===== config.mk =====
export PLATFORM = sky130hd
export DESIGN_NAME = dvd_round
export DESIGN_NICKNAME = d
export VERILOG_FILES = /design/src/hdl/dvd_pkg.sv /design/src/hdl/dvd_round.sv
export SDC_FILE = /design/constraint.sdc
export NUM_CORES = 1
export LEC_CHECK = 0
export BUFFER_PORTS_ARGS = -buffer_cell sky130_fd_sc_hd__buf_2
export CAP_MARGIN = 20
export CELL_PAD_IN_SITES_DETAIL_PLACEMENT = 1
export CELL_PAD_IN_SITES_GLOBAL_PLACEMENT = 1
export CORE_MARGIN = 8
export CORE_UTILIZATION = 48
export DETAILED_ROUTE_END_ITERATION = 6
export PLACE_DENSITY_LB_ADDON = 0.25
export SYNTH_ARGS = -nofsm -noshare
export SYNTH_HDL_FRONTEND = slang
export SYNTH_SLANG_ARGS = --single-unit

===== constraint.sdc =====
create_clock -name clk -period 18.75 [get_ports clk]
set_clock_uncertainty 0.1 [all_clocks]
set_input_delay 3.75 -clock clk [delete_from_list [all_inputs] [get_ports clk]]
set_output_delay 3.75 -clock clk [all_outputs]
set_load 0.05 [all_outputs]

===== src/hdl/dvd_pkg.sv =====
// dvd_pkg: shared types, constants and the reciprocal seed table of the binary64 divider.
// Depends on nothing; every other file of the divider uses it by scoped names.
`timescale 1ns / 1ps

package dvd_pkg;

	localparam logic [10:0]        EXP_MAX     = 11'h7ff;
	localparam logic signed [12:0] EXP_BIAS    = 13'sd1023;
	localparam logic signed [12:0] EXP_TOP     = 13'sd2047;
	localparam logic signed [12:0] SUB_LIMIT   = 13'sd53;
	localparam logic [63:0]        INF_BITS    = 64'h7ff0000000000000;
	localparam logic [63:0]        QUIET_BIT   = 64'h0008000000000000;
	localparam logic [63:0]        DEFAULT_NAN = 64'hfff8000000000000;
	// low 46 stored fraction bits, inverted before the seed multiply
	localparam logic [52:0]        SEED_MASK   = 53'h00003fffffffffff;

	// result class decided after quotient normalization
	typedef enum logic [1:0] {
		CLS_NORM,
		CLS_OVF,
		CLS_ZERO,
		CLS_SUB
	} cls_t;

	// per-beat context carried alongside the multiplier chain
	typedef struct packed {
		logic              spec;
		logic [63:0]       spec_res;
		logic              sgn;
		logic [52:0]       ma;
		logic [52:0]       mb;
		logic signed [12:0] e;
		logic [63:0]       rc;
		logic [52:0]       q;
		logic [63:0]       aligned;
		cls_t              cls;
	} ctx_t;

	// multiply-accumulate state handed from cell to cell
	typedef struct packed {
		logic [63:0] a;
		logic [63:0] b;
		logic [63:0] acc;
		logic [63:0] lo;
	} mac_t;

	// 16-bit reciprocal seed, indexed by the top six stored fraction bits
	function automatic logic [15:0] seed_lookup(input logic [5:0] idx);
		logic [15:0] s;
		case (idx)
			6'd0: s = 16'hfc0f;  6'd1: s = 16'hf46b;  6'd2: s = 16'hed20;  6'd3: s = 16'he626;
			6'd4: s = 16'hdf7a;  6'd5: s = 16'hd918;  6'd6: s = 16'hd2fa;  6'd7: s = 16'hcd1e;
			6'd8: s = 16'hc77f;  6'd9: s = 16'hc21b;  6'd10: s = 16'hbcee; 6'd11: s = 16'hb7f5;
			6'd12: s = 16'hb32e; 6'd13: s = 16'hae96; 6'd14: s = 16'haa2a; 6'd15: s = 16'ha5e9;
			6'd16: s = 16'ha1d1; 6'd17: s = 16'h9dde; 6'd18: s = 16'h9a11; 6'd19: s = 16'h9665;
			6'd20: s = 16'h92dc; 6'd21: s = 16'h8f71; 6'd22: s = 16'h8c25; 6'd23: s = 16'h88f6;
			6'd24: s = 16'h85e2; 6'd25: s = 16'h82e8; 6'd26: s = 16'h8008; 6'd27: s = 16'h7d3f;
			6'd28: s = 16'h7a8e; 6'd29: s = 16'h77f2; 6'd30: s = 16'h756c; 6'd31: s = 16'h72f9;
			6'd32: s = 16'h709b; 6'd33: s = 16'h6e4e; 6'd34: s = 16'h6c14; 6'd35: s = 16'h69eb;
			6'd36: s = 16'h67d2; 6'd37: s = 16'h65c8; 6'd38: s = 16'h63cf; 6'd39: s = 16'h61e3;
			6'd40: s = 16'h6006; 6'd41: s = 16'h5e36; 6'd42: s = 16'h5c73; 6'd43: s = 16'h5abd;
			6'd44: s = 16'h5913; 6'd45: s = 16'h5774; 6'd46: s = 16'h55e1; 6'd47: s = 16'h5458;
			6'd48: s = 16'h52da; 6'd49: s = 16'h5166; 6'd50: s = 16'h4ffc; 6'd51: s = 16'h4e9b;
			6'd52: s = 16'h4d43; 6'd53: s = 16'h4bf3; 6'd54: s = 16'h4aad; 6'd55: s = 16'h496e;
			6'd56: s = 16'h4837; 6'd57: s = 16'h4708; 6'd58: s = 16'h45e0; 6'd59: s = 16'h44c0;
			6'd60: s = 16'h43a6; 6'd61: s = 16'h4293; 6'd62: s = 16'h4187; 6'd63: s = 16'h4081;
			default: s = 16'h4081;
		endcase
		return s;
	endfunction

endpackage


===== src/hdl/dvd_round.sv =====
// dvd_round: remainder check, round-to-nearest-even increment and result packing.
// Four pipeline stages, the last one is the output register. Depends on dvd_pkg.
`timescale 1ns / 1ps

module dvd_round (
	input  logic           clk,
	input  logic           arst_n,
	input  logic           up_valid,
	output logic           up_ready,
	input  dvd_pkg::mac_t  up_mac,
	input  dvd_pkg::ctx_t  up_ctx,
	output logic           dn_valid,
	input  logic           dn_ready,
	output logic [63:0]    quotient
);

	logic v_s1, v_s2, v_s3, v_s4;
	logic rdy_s1, rdy_s2, rdy_s3, rdy_s4;

	logic [63:0]   d2;
	logic [63:0]   rraw_s1, rinc_s1, mr_s2, mi_s2;
	logic [52:0]   q_s1, q_s2, q_s3;
	logic [10:0]   ef_s1, ef_s2, ef_s3;
	dvd_pkg::cls_t cls_s1, cls_s2, cls_s3;
	logic          sgn_s1, sgn_s2, sgn_s3;
	logic          spec_s1, spec_s2, spec_s3;
	logic [63:0]   res_s1, res_s2, res_s3;
	logic          inc, inc_s3;
	logic [63:0]   res_d, quotient_s4;

	assign rdy_s4   = !v_s4 || dn_ready;
	assign rdy_s3   = !v_s3 || rdy_s4;
	assign rdy_s2   = !v_s2 || rdy_s3;
	assign rdy_s1   = !v_s1 || rdy_s2;
	assign up_ready = rdy_s1;

	always_ff @(posedge clk or negedge arst_n) begin
		if (!arst_n) begin
			v_s1 <= 1'b0;
			v_s2 <= 1'b0;
			v_s3 <= 1'b0;
			v_s4 <= 1'b0;
		end else begin
			if (rdy_s1) v_s1 <= up_valid;
			if (rdy_s2) v_s2 <= v_s1;
			if (rdy_s3) v_s3 <= v_s2;
			if (rdy_s4) v_s4 <= v_s3;
		end
	end

	// remainders for q and q + 1
	assign d2 = {10'b0, up_ctx.mb, 1'b0};

	always_ff @(posedge clk) begin
		if (rdy_s1) begin
			rraw_s1 <= up_ctx.aligned - up_mac.lo;
			rinc_s1 <= up_ctx.aligned - up_mac.lo - d2;
			q_s1    <= up_ctx.q;
			ef_s1   <= 11'(up_ctx.e[10:0] - 11'd1);
			cls_s1  <= up_ctx.cls;
			sgn_s1  <= up_ctx.sgn;
			spec_s1 <= up_ctx.spec;
			res_s1  <= up_ctx.spec_res;
		end
	end

	// magnitudes
	always_ff @(posedge clk) begin
		if (rdy_s2) begin
			mr_s2   <= rraw_s1[63] ? (64'd0 - rraw_s1) : rraw_s1;
			mi_s2   <= rinc_s1[63] ? (64'd0 - rinc_s1) : rinc_s1;
			q_s2    <= q_s1;
			ef_s2   <= ef_s1;
			cls_s2  <= cls_s1;
			sgn_s2  <= sgn_s1;
			spec_s2 <= spec_s1;
			res_s2  <= res_s1;
		end
	end

	// round up when q + 1 is nearer; subnormal ties go to even
	assign inc = (mi_s2 < mr_s2)
		|| (cls_s2 == dvd_pkg::CLS_SUB && mi_s2 == mr_s2 && q_s2[0]);

	always_ff @(posedge clk) begin
		if (rdy_s3) begin
			inc_s3  <= inc;
			q_s3    <= q_s2;
			ef_s3   <= ef_s2;
			cls_s3  <= cls_s2;
			sgn_s3  <= sgn_s2;
			spec_s3 <= spec_s2;
			res_s3  <= res_s2;
		end
	end

	// pack the result
	always_comb begin
		case (cls_s3)
			dvd_pkg::CLS_NORM: res_d = {sgn_s3, 63'b0}
				| ({1'b0, ef_s3, 52'b0} + {11'b0, q_s3} + {63'b0, inc_s3});
			dvd_pkg::CLS_OVF:  res_d = {sgn_s3, 63'b0} | dvd_pkg::INF_BITS;
			dvd_pkg::CLS_ZERO: res_d = {sgn_s3, 63'b0};
			dvd_pkg::CLS_SUB:  res_d = {sgn_s3, 63'b0} | ({11'b0, q_s3} + {63'b0, inc_s3});
			default:           res_d = {sgn_s3, 63'b0};
		endcase
		if (spec_s3) begin
			res_d = res_s3;
		end
	end

	always_ff @(posedge clk) begin
		if (rdy_s4) begin
			quotient_s4 <= res_d;
		end
	end

	assign dn_valid = v_s4;
	assign quotient = quotient_s4;

endmodule


* Word level (Yosys, flattened, before mapping) *
Index checks and enable logic that the tools add are counted.

storage, ports and cells
  flip-flop bits (word level) = 721
  latch bits = 0
  memory bits (writable) = 0
  bits in read-only memories = 0
  input bits = 628
  output and inout port bits = 66
  logic and storage cells = 62
  memories kept = 0

cells by class
  add/subtract/negate cells = 8
  multipliers = 0
  div/mod/pow operators = 0
  magnitude comparators = 1
  equal/unequal tests = 5
  shift operators = 0
  multiplexer cells = 4
  bitwise gates (word level) = 2
  reduce and logical (&&, ||, !) cells = 12

operators with widths
  kind                                                                   count
  64-bit one-hot mux with 4 select lines                                 1
  1-bit by 64-bit subtractor with 64-bit output (first input constant)   2
  63-bit two-way mux                                                     2
  63-bit by 53-bit adder with 64-bit output                              1
  64-bit by 1-bit adder with 64-bit output                               1
  64-bit == test                                                         1
  64-bit < comparator                                                    1
  64-bit two-way mux                                                     1
  64-bit by 54-bit OR with 64-bit output                                 1
  64-bit OR                                                              1
  64-bit by 54-bit subtractor with 64-bit output                         1
  64-bit subtractor                                                      1
  53-bit by 1-bit adder with 54-bit output                               1
  11-bit by 1-bit subtractor with 11-bit output (second input constant)  1
  2-bit == test (second input constant)                                  3
  1-bit logical OR                                                       5
  1-bit zero test                                                        4
  2-bit by 1-bit == test with 1-bit output (second input constant)       1
  1-bit logical AND                                                      2
  2-bit zero test                                                        1

* Depth between registers and ports, before layout *
Gate-level depths: netlist of run 1.

  depth in word-level cells = 5
  mapped depth = 27
  depth with buffers taken out = 27

* Worst setup path after synthesis of run 1 *
OpenSTA, ideal clock, no wires.

  path kind = input to output
  from = in dn_ready
  to = out up_ready
  arrival = 11448 ps
  data required time = 14900 ps
  setup slack = 3452 ps
  cell stages on the path = 2
  buffers on the path = 0
  cells stage by stage = nor2b_1 nand4_1

on the way
  cells in the longest elaborated chain, start to end = 4

RTL lines
  element           line             source
  from (decl)       dvd_round.sv:13  input logic dn_ready,
  1-bit logical OR  dvd_round.sv:31  assign rdy_s4 = !v_s4 || dn_ready;
  1-bit logical OR  dvd_round.sv:32  assign rdy_s3 = !v_s3 || rdy_s4;
  1-bit logical OR  dvd_round.sv:33  assign rdy_s2 = !v_s2 || rdy_s3;
  1-bit logical OR  dvd_round.sv:34  assign rdy_s1 = !v_s1 || rdy_s2;
  to (decl)         dvd_round.sv:9   output logic up_ready,

Every way passes these cells.

* Final worst setup path of run 1 *
  from = in up_mac[0] in the netlist's numbering
  to = reg rinc_s1[63] (data pin)

on the way
  cells in the longest elaborated chain, start to end = 2

RTL lines
  element                                         line             source
  from (decl)                                     dvd_round.sv:10  input dvd_pkg::mac_t up_mac,
  64-bit subtractor                               dvd_round.sv:57  rinc_s1 <= up_ctx.aligned - up_mac.lo - d2;
  64-bit by 54-bit subtractor with 64-bit output  dvd_round.sv:57
  to (signal assigned)                            dvd_round.sv:57
  to (decl)                                       dvd_round.sv:21  logic [63:0] rraw_s1, rinc_s1, mr_s2, mi_s2;

Every way passes these cells.
A chain may end at the register's enable or synchronous reset.

==> results of run 1 <==
## through the flow
| step | power, mW | cells | worst slack (ns) |
|---|---|---|---|
| floorplan | 3.40 | 2736 | 3.45 |
| global placement | 3.72 | 4027 | 8.07 |
| detailed placement | 3.83 | 4027 | 7.78 |
| CTS | 5.28 | 4153 | 8.36 |
| global route | 5.49 | 4155 | 7.74 |
| finish | 5.23 | 4168 | 8.27 |
## final timing paths
| path | from | to | slack, ns |
|---|---|---|---|
| min in group asynchronous | arst_n | v_s1$_DFFE_PN0P_ | 2.85 |
| max in group asynchronous | arst_n | dn_valid$_DFFE_PN0P_ | 15.58 |
| setup / recovery | up_mac[0] | rinc_s1[63]$_DFFE_PP_ | 8.27 |
| hold reg to reg | q_s2[38]$_DFFE_PP_ | q_s3[38]$_DFFE_PP_ | 0.31 |
| hold / removal | q_s2[38]$_DFFE_PP_ | q_s3[38]$_DFFE_PP_ | 0.31 |
| setup reg to reg | rinc_s1[9]$_DFFE_PP_ | mi_s2[58]$_DFFE_PP_ | 13.55 |
## flip-flops by register name, indices dropped and copies added, names as in the netlist, 2 cells and up
register  count
res_s2       64
q_s1         53
rraw_s1      64
ef_s1        11
cls_s2        2
mi_s2        63
q_s2         53
ef_s2        11
rinc_s1      63
res_s1       64
cls_s3        2
cls_s1        2
mr_s2        63
quotient     64
res_s3       64
q_s3         53
ef_s3        11
## per-layer routing
metal / GRT usage / up-vias / wire, µm
li1: - / 10978 / -
met1: 0.263 / 11222 / 37500
met2: 0.385 / 529 / 45200
met3: 0.0338 / 134 / 4200
met4: 0.0676 / 10 / 2290
met5: 0 / - / 83
## cells by family (layout without fill, tap and decap cells)
kind of cell,Yosys count,count (layout),share of synthesized area
xor gates and xnor gates,308,308,0.0778
other,0,14,0
AOI/OAI and AO/OA,616,616,0.109
DFF,718,718,0.622
muxes,2,2,0.000614
buffers and inverters,285,753,0.0313
and+or+nand+nor,620,620,0.0916
adders and majority gates,187,187,0.0679
## layout make-up
class / instances / area, µm²
clock buffers: 87 / 1880
inverters: 226 / 848
flip-flops and latches: 718 / 21500
multi-input cells: 1733 / 12100
clock inverters: 39 / 462
diodes: 14 / 35.0
repair buffers: 401 / 2070
fillers: 7308 / 31400
well taps: 950 / 1190
## cell usage in the layout (no fill, tap or decap), types with 51 or more instances in the layout
master | synthesis | final
a21oi_1 | 178 | 178
nand4_1 | 51 | 51
xnor2_1 | 229 | 229
edfxtp_1 | 714 | 714
nor2_1 | 102 | 102
a21o_1 | 75 | 75
inv_1 | 226 | 225
o21ai_0 | 192 | 192
nand2_1 | 201 | 200
clkbuf_16 | 0 | 73
ha_1 | 185 | 185
buf_2 | 0 | 382
xor2_1 | 79 | 79
## report_power, final
part	switching, mW	internal, mW
clock network	0.590	0.842
logic	0.801	0.510
registers	0.221	2.27
total	1.61	3.62
==> results.yml, run 1 <==
yosys:
  synth_area_leader_cell: "edfxtp_1"
  synth_top_area_frac: 0.619
  synth.net_count: 3551
  syn_avg_cell_area_um2: 12.7
  synthFlopType: "edfxtp_1"
  async_reset_ff_frac: 0.00557
  ys_ff_latch: 718
  synthesis.area_mm2: 0.0347
  yosysMostFrequentCell: "edfxtp_1"
  synth-edff-count: 714
  synth_common_cells: "edfxtp_1 (714), xnor2_1 (229), inv_1 (226)"
  ys_warn_count: 0
  ys_types: 70
  yosysSeqAreaShare: 0.622
  synthTopCellsByArea: "edfxtp_1 (62%), ha_1 (6.7%), xnor2_1 (5.8%), o21ai_0 (2.8%), a21oi_1 (2.6%)"
  synth_cells: 2736
critical_path:
  cp-end-kind: "flip-flop"
  arrival_ns: 10.71
  cp_num_cells: 24
  cp-start-kind: "primary input"
  worst_path_max_delay_cell: "o311ai_0"
  max_stage_delay_ns: 0.86
  crit_buf_inv: 1
  worstPathRequired_ns: 18.98
  r2r_cells: 12
  crit_chain: "buf_2, ha_1, fa_1, nand2b_1, a211oi_1, o2111ai_1, and2_1, o311ai_0, nor3_1, nor2_1, a21oi_1, xnor2_1, ha_1, a21o_1, a21o_1, a21oi_1, o21ai_0, a221oi_1, o21ai_0, a21oi_1, nand3b_1, nor4_1, nor4bb_1, xor2_1"
  path_delay_family: "compound AO/OA/AOI/OAI gates"
  crit_path_frequent_cell: "a21oi_1"
  worst-path-max-fanout: 7
  criticalPathCategory: "in2reg"
floorplan:
  io_pins: 694
  core-area_mm2: 0.0715
  start_util: 0.485
  die-area_mm2: 0.0811
  die_x_um: 285
  rows: 98
  die_h_um: 285
layout:
  fin_area_mm2: 0.0401
  area_delta_synth_final_pct: 15.6
  fin_util: 0.561
  drive_above_1_share: 0.167
  nets: 3965
sta:
  hold_viol: 0
  maxSlewViolCount: 0
  setup_viol: 0
  fmax_ghz: 0.0954
  rsz0062_at_grt: "no"
  hold_ws_ns: 0.309
  tns_ns: 0
  max-slew-margin-rel: 0.333
  period_minus_slack_ns: 10.48
  worst_pin_slew_ns: 0.988
  finalCritPeriodShare: 0.559
cts:
  cts-root-buf: "clkbuf_16"
  clkSlewWorstSetupHoldPaths_ns: 0.07
  post-cts-setup-buffer-count: 0
  cts_resized: 0
  numCtsBuffers: 70
  clk_path_buf_depth: 3
  cts_tree: "built"
  holdBufCountCts: 0
  cts_max_level: 3
  clock_sinks: 718
  clkLatencyLatePin_ns: 0.61
run:
  drv_cap: 0
drt:
  vias: 22873
  wl_per_cell_um: 21.4
  ant_nets: 0
  vias_per_cell: 5.49
  drt_iter0_markers: 1081
  route.detailed.drc: 0
  firstDrtPassIters: 7
  wirelength_mm: 89.3
power:
  ir_worst_vdd_mv: 0.104
  leakagePower_nw: 16.1
  power_density_mw_per_mm2: 131
global_routing:
  grt_usage: 0.214
  grt-ovfl-total: 0
  grt_max_degree: 86
  grt_pass1_vias: 24968
  grt_pass1_wl_mm: 139
  antenna_found_initial: 9
placed_design:
  port_buffers: 382
  gp_congestion: 0.883
  dp_hpwl_mm: 68.5
  placed_cell_area_mm2: 0.0377
hold_path:
  worstHoldPathCells: 0
  hold_path_class: "reg2reg"
status:
  status: "finished clean"
No activity file was read; power rests on OpenSTA's default activity.
==> inputs of run 2 (changes only) <==
--- a/config.mk
+++ b/config.mk
@@ -5,12 +5,13 @@
 export SDC_FILE = /design/constraint.sdc
 export NUM_CORES = 1
 export LEC_CHECK = 0
+export ABC_AREA = 1
 export BUFFER_PORTS_ARGS = -buffer_cell sky130_fd_sc_hd__buf_2
 export CAP_MARGIN = 20
 export CELL_PAD_IN_SITES_DETAIL_PLACEMENT = 1
 export CELL_PAD_IN_SITES_GLOBAL_PLACEMENT = 1
 export CORE_MARGIN = 8
-export CORE_UTILIZATION = 48
+export CORE_UTILIZATION = 43
 export DETAILED_ROUTE_END_ITERATION = 6
 export PLACE_DENSITY_LB_ADDON = 0.25
 export SYNTH_ARGS = -nofsm -noshare
==> constraint.sdc (replaced) <==
create_clock -name clk -period 10.7 [get_ports clk]
set_clock_uncertainty 0.1 [all_clocks]
set_input_delay 2.14 -clock clk [delete_from_list [all_inputs] [get_ports clk]]
set_output_delay 2.14 -clock clk [all_outputs]
set_load 0.05 [all_outputs]
==> run 2 against run 1 <==
  * Worst setup slack worse by 4.4 ns
  * Die area up 24%
  * Area after synthesis up 12%
  * Critical endpoint is now up_ready
  * Largest power group unchanged
  * Highest routed layer is now met4
==> results.yml, run 2 <==
critical_path:
  crit_buf_inv: 4
  crit_chain: "buf_2, nor2_1, inv_2, nor2_1, inv_6, nor2_1, nand2_8, buf_2"
  crit_path_frequent_cell: "nor2_1"
  max_stage_delay_ns: 0.65
  worst_path_max_delay_cell: "nor2_1"
  criticalPathCategory: "in2out"
  path_delay_family: "simple AND/OR/NAND/NOR gates"
  cp-start-kind: "primary input"
  arrival_ns: 4.56
  cp-end-kind: "output pin"
  worst-path-max-fanout: 72
  worstPathRequired_ns: 8.46
  r2r_slack_ns: 6.48
power:
  p_sw_mw: 3.27
  finalPower_mw: 9.51
  pwr-share-seq: 0.460
  intPower_mw: 6.24
  swShare: 0.344
  clkPwrFrac: 0.254
  p_comb_frac: 0.286
  ir_worst_vdd_mv: 0.0977
  leakagePower_nw: 19.8
  power_density_mw_per_mm2: 213
yosys:
  ys_ff_latch: 718
  ys_warn_count: 0
  yosysMostFrequentCell: "nand2_1"
  synth_area_leader_cell: "edfxtp_1"
  async_reset_ff_frac: 0.00557
  ys_types: 58
  synthesis.area_mm2: 0.0390
  synth.net_count: 4925
  synth_cells: 4110
  synth_top_area_frac: 0.550
  syn_avg_cell_area_um2: 9.49
  synthFlopType: "edfxtp_1"
  synth_common_cells: "nand2_1 (923), edfxtp_1 (714), inv_1 (709)"
  synthTopCellsByArea: "edfxtp_1 (55%), nand2_1 (8.9%), inv_1 (6.8%), ha_1 (5.9%), nor2_1 (3.7%)"
  yosysSeqAreaShare: 0.553
  synth-edff-count: 714
cts:
  clkLatencyLatePin_ns: 0.62
  clkSlewWorstSetupHoldPaths_ns: 0.06
  cts-root-buf: "clkbuf_16"
  cts_tree: "built"
  numCtsBuffers: 69
  holdBufCountCts: 0
  cts_resized: 0
  cts_max_level: 3
  clk_path_buf_depth: 3
  clock_sinks: 718
  post-cts-setup-buffer-count: 0
floorplan:
  die_x_um: 317
  core-area_mm2: 0.0899
  die_h_um: 317
  rows: 110
  start_util: 0.434
  io_pins: 694
  die-area_mm2: 0.101
layout:
  fin_util: 0.497
  nets: 5366
  finalNonFillerCells: 5780
  area_delta_synth_final_pct: 14.5
  final_cell_mix: "nand2_1 (922), edfxtp_1 (714), inv_1 (706)"
  drive_above_1_share: 0.132
  layout_commonest_cell: "nand2_1"
  fin_area_mm2: 0.0446
drt:
  drt_iter0_markers: 1682
  wirelength_mm: 116
  route.detailed.drc: 0
  ant_nets: 0
  vias_per_cell: 5.09
  firstDrtPassIters: 5
  wl_per_cell_um: 20.1
  vias: 29438
placed_design:
  port_buffers: 382
  dp_hpwl_mm: 95.0
  placed_cells: 5656
  placed_cell_area_mm2: 0.0424
  gp_congestion: 1.04
sta:
  finalCritPeriodShare: 0.636
  worst_pin_slew_ns: 0.947
  rsz0062_at_grt: "no"
  tns_ns: 0
  max-slew-margin-rel: 0.367
  hold_viol: 0
  fmax_ghz: 0.147
  setup_viol: 0
  maxSlewViolCount: 0
  period_minus_slack_ns: 6.80
global_routing:
  grt_max_degree: 151
  grt_pass1_wl_mm: 177
  grt-ovfl-total: 0
  grt_usage: 0.228
  antenna_found_initial: 6
  grt_pass1_vias: 31798
hold_path:
  hold_path_class: "reg2reg"
run:
  drv_cap: 0
status:
  status: "finished clean"
==> run 2: kinds of logic after synthesis <==
kind of cell             after synthesis  share of synthesized area
buffers and inverters                755                     0.0727
flip-flops                           718                      0.553
adder cells (fa/ha/maj)              187                     0.0604
AND/OR/NAND/NOR                     1725                      0.190
XOR/XNOR                             245                     0.0550
AO/OA/AOI/OAI                        480                     0.0695
==> run 2: path summary, 6_finish.rpt <==
path	cells past startpoint	startpoint	end
worst max-delay path	8	dn_ready	up_ready
worst min-delay path	0	q_s1[48]$_DFFE_PP_	q_s2[48]$_DFFE_PP_
worst max register to register	9	dn_valid$_DFFE_PN0P_	rinc_s1[60]$_DFFE_PP_
worst min register to register	0	q_s1[48]$_DFFE_PP_	q_s2[48]$_DFFE_PP_
max in group asynchronous	1	arst_n	dn_valid$_DFFE_PN0P_
min in group asynchronous	1	arst_n	v_s2$_DFFE_PN0P_
==> run 2: area by class of cell <==
class,instances,area (µm²)
Antenna cell,4,10.0
Clock buffer,76,1770
Clock inverter,44,444
Fill cell,10386,45200
Inverter,728,2750
Multi-Input combinational cell,2637,14600
Sequential cell,718,21500
Tap cell,1176,1470
Timing Repair Buffer,397,2040
==> run 2: worst register-to-register path, delay by kind of cell (launching register included) <==
kind | cells | cell delay [ns]
buf+inv | 5 | 2.28
flops | 1 | 0.38
simple gates | 4 | 1.03
==> run 2: metrics by stage <==
| stage | setup WS (ns) | hold WS (ns) |
|---|---|---|
| final | 3.90 | 0.313 |
| after detailed placement | 3.65 | 0.305 |
| after global routing | 3.69 | 0.317 |
| after floorplan | -1.56 | 0.300 |
| after CTS | 3.83 | 0.314 |
| after global placement | 3.73 | 0.300 |
==> run 2: power groups by stage <==
| stage | sequential [mW] | clock, mW | combinational, mW |
|---|---|---|---|
| floorplan | 4.46 | 0 | 1.73 |
| global placement | 4.38 | 0 | 2.63 |
| detailed placement | 4.43 | 0 | 2.73 |
| CTS | 4.37 | 2.48 | 2.75 |
| global route | 4.44 | 2.56 | 3.06 |
| finish | 4.37 | 2.41 | 2.72 |
==> run 2: metal layers <==
metal	vias to the layer above	wire length, µm	track usage
met1	13962	46800	0.267
li1	14539	-	-
met3	208	4910	0.0275
met4	0	4790	0.0931
met5	-	0	0
met2	729	59700	0.419
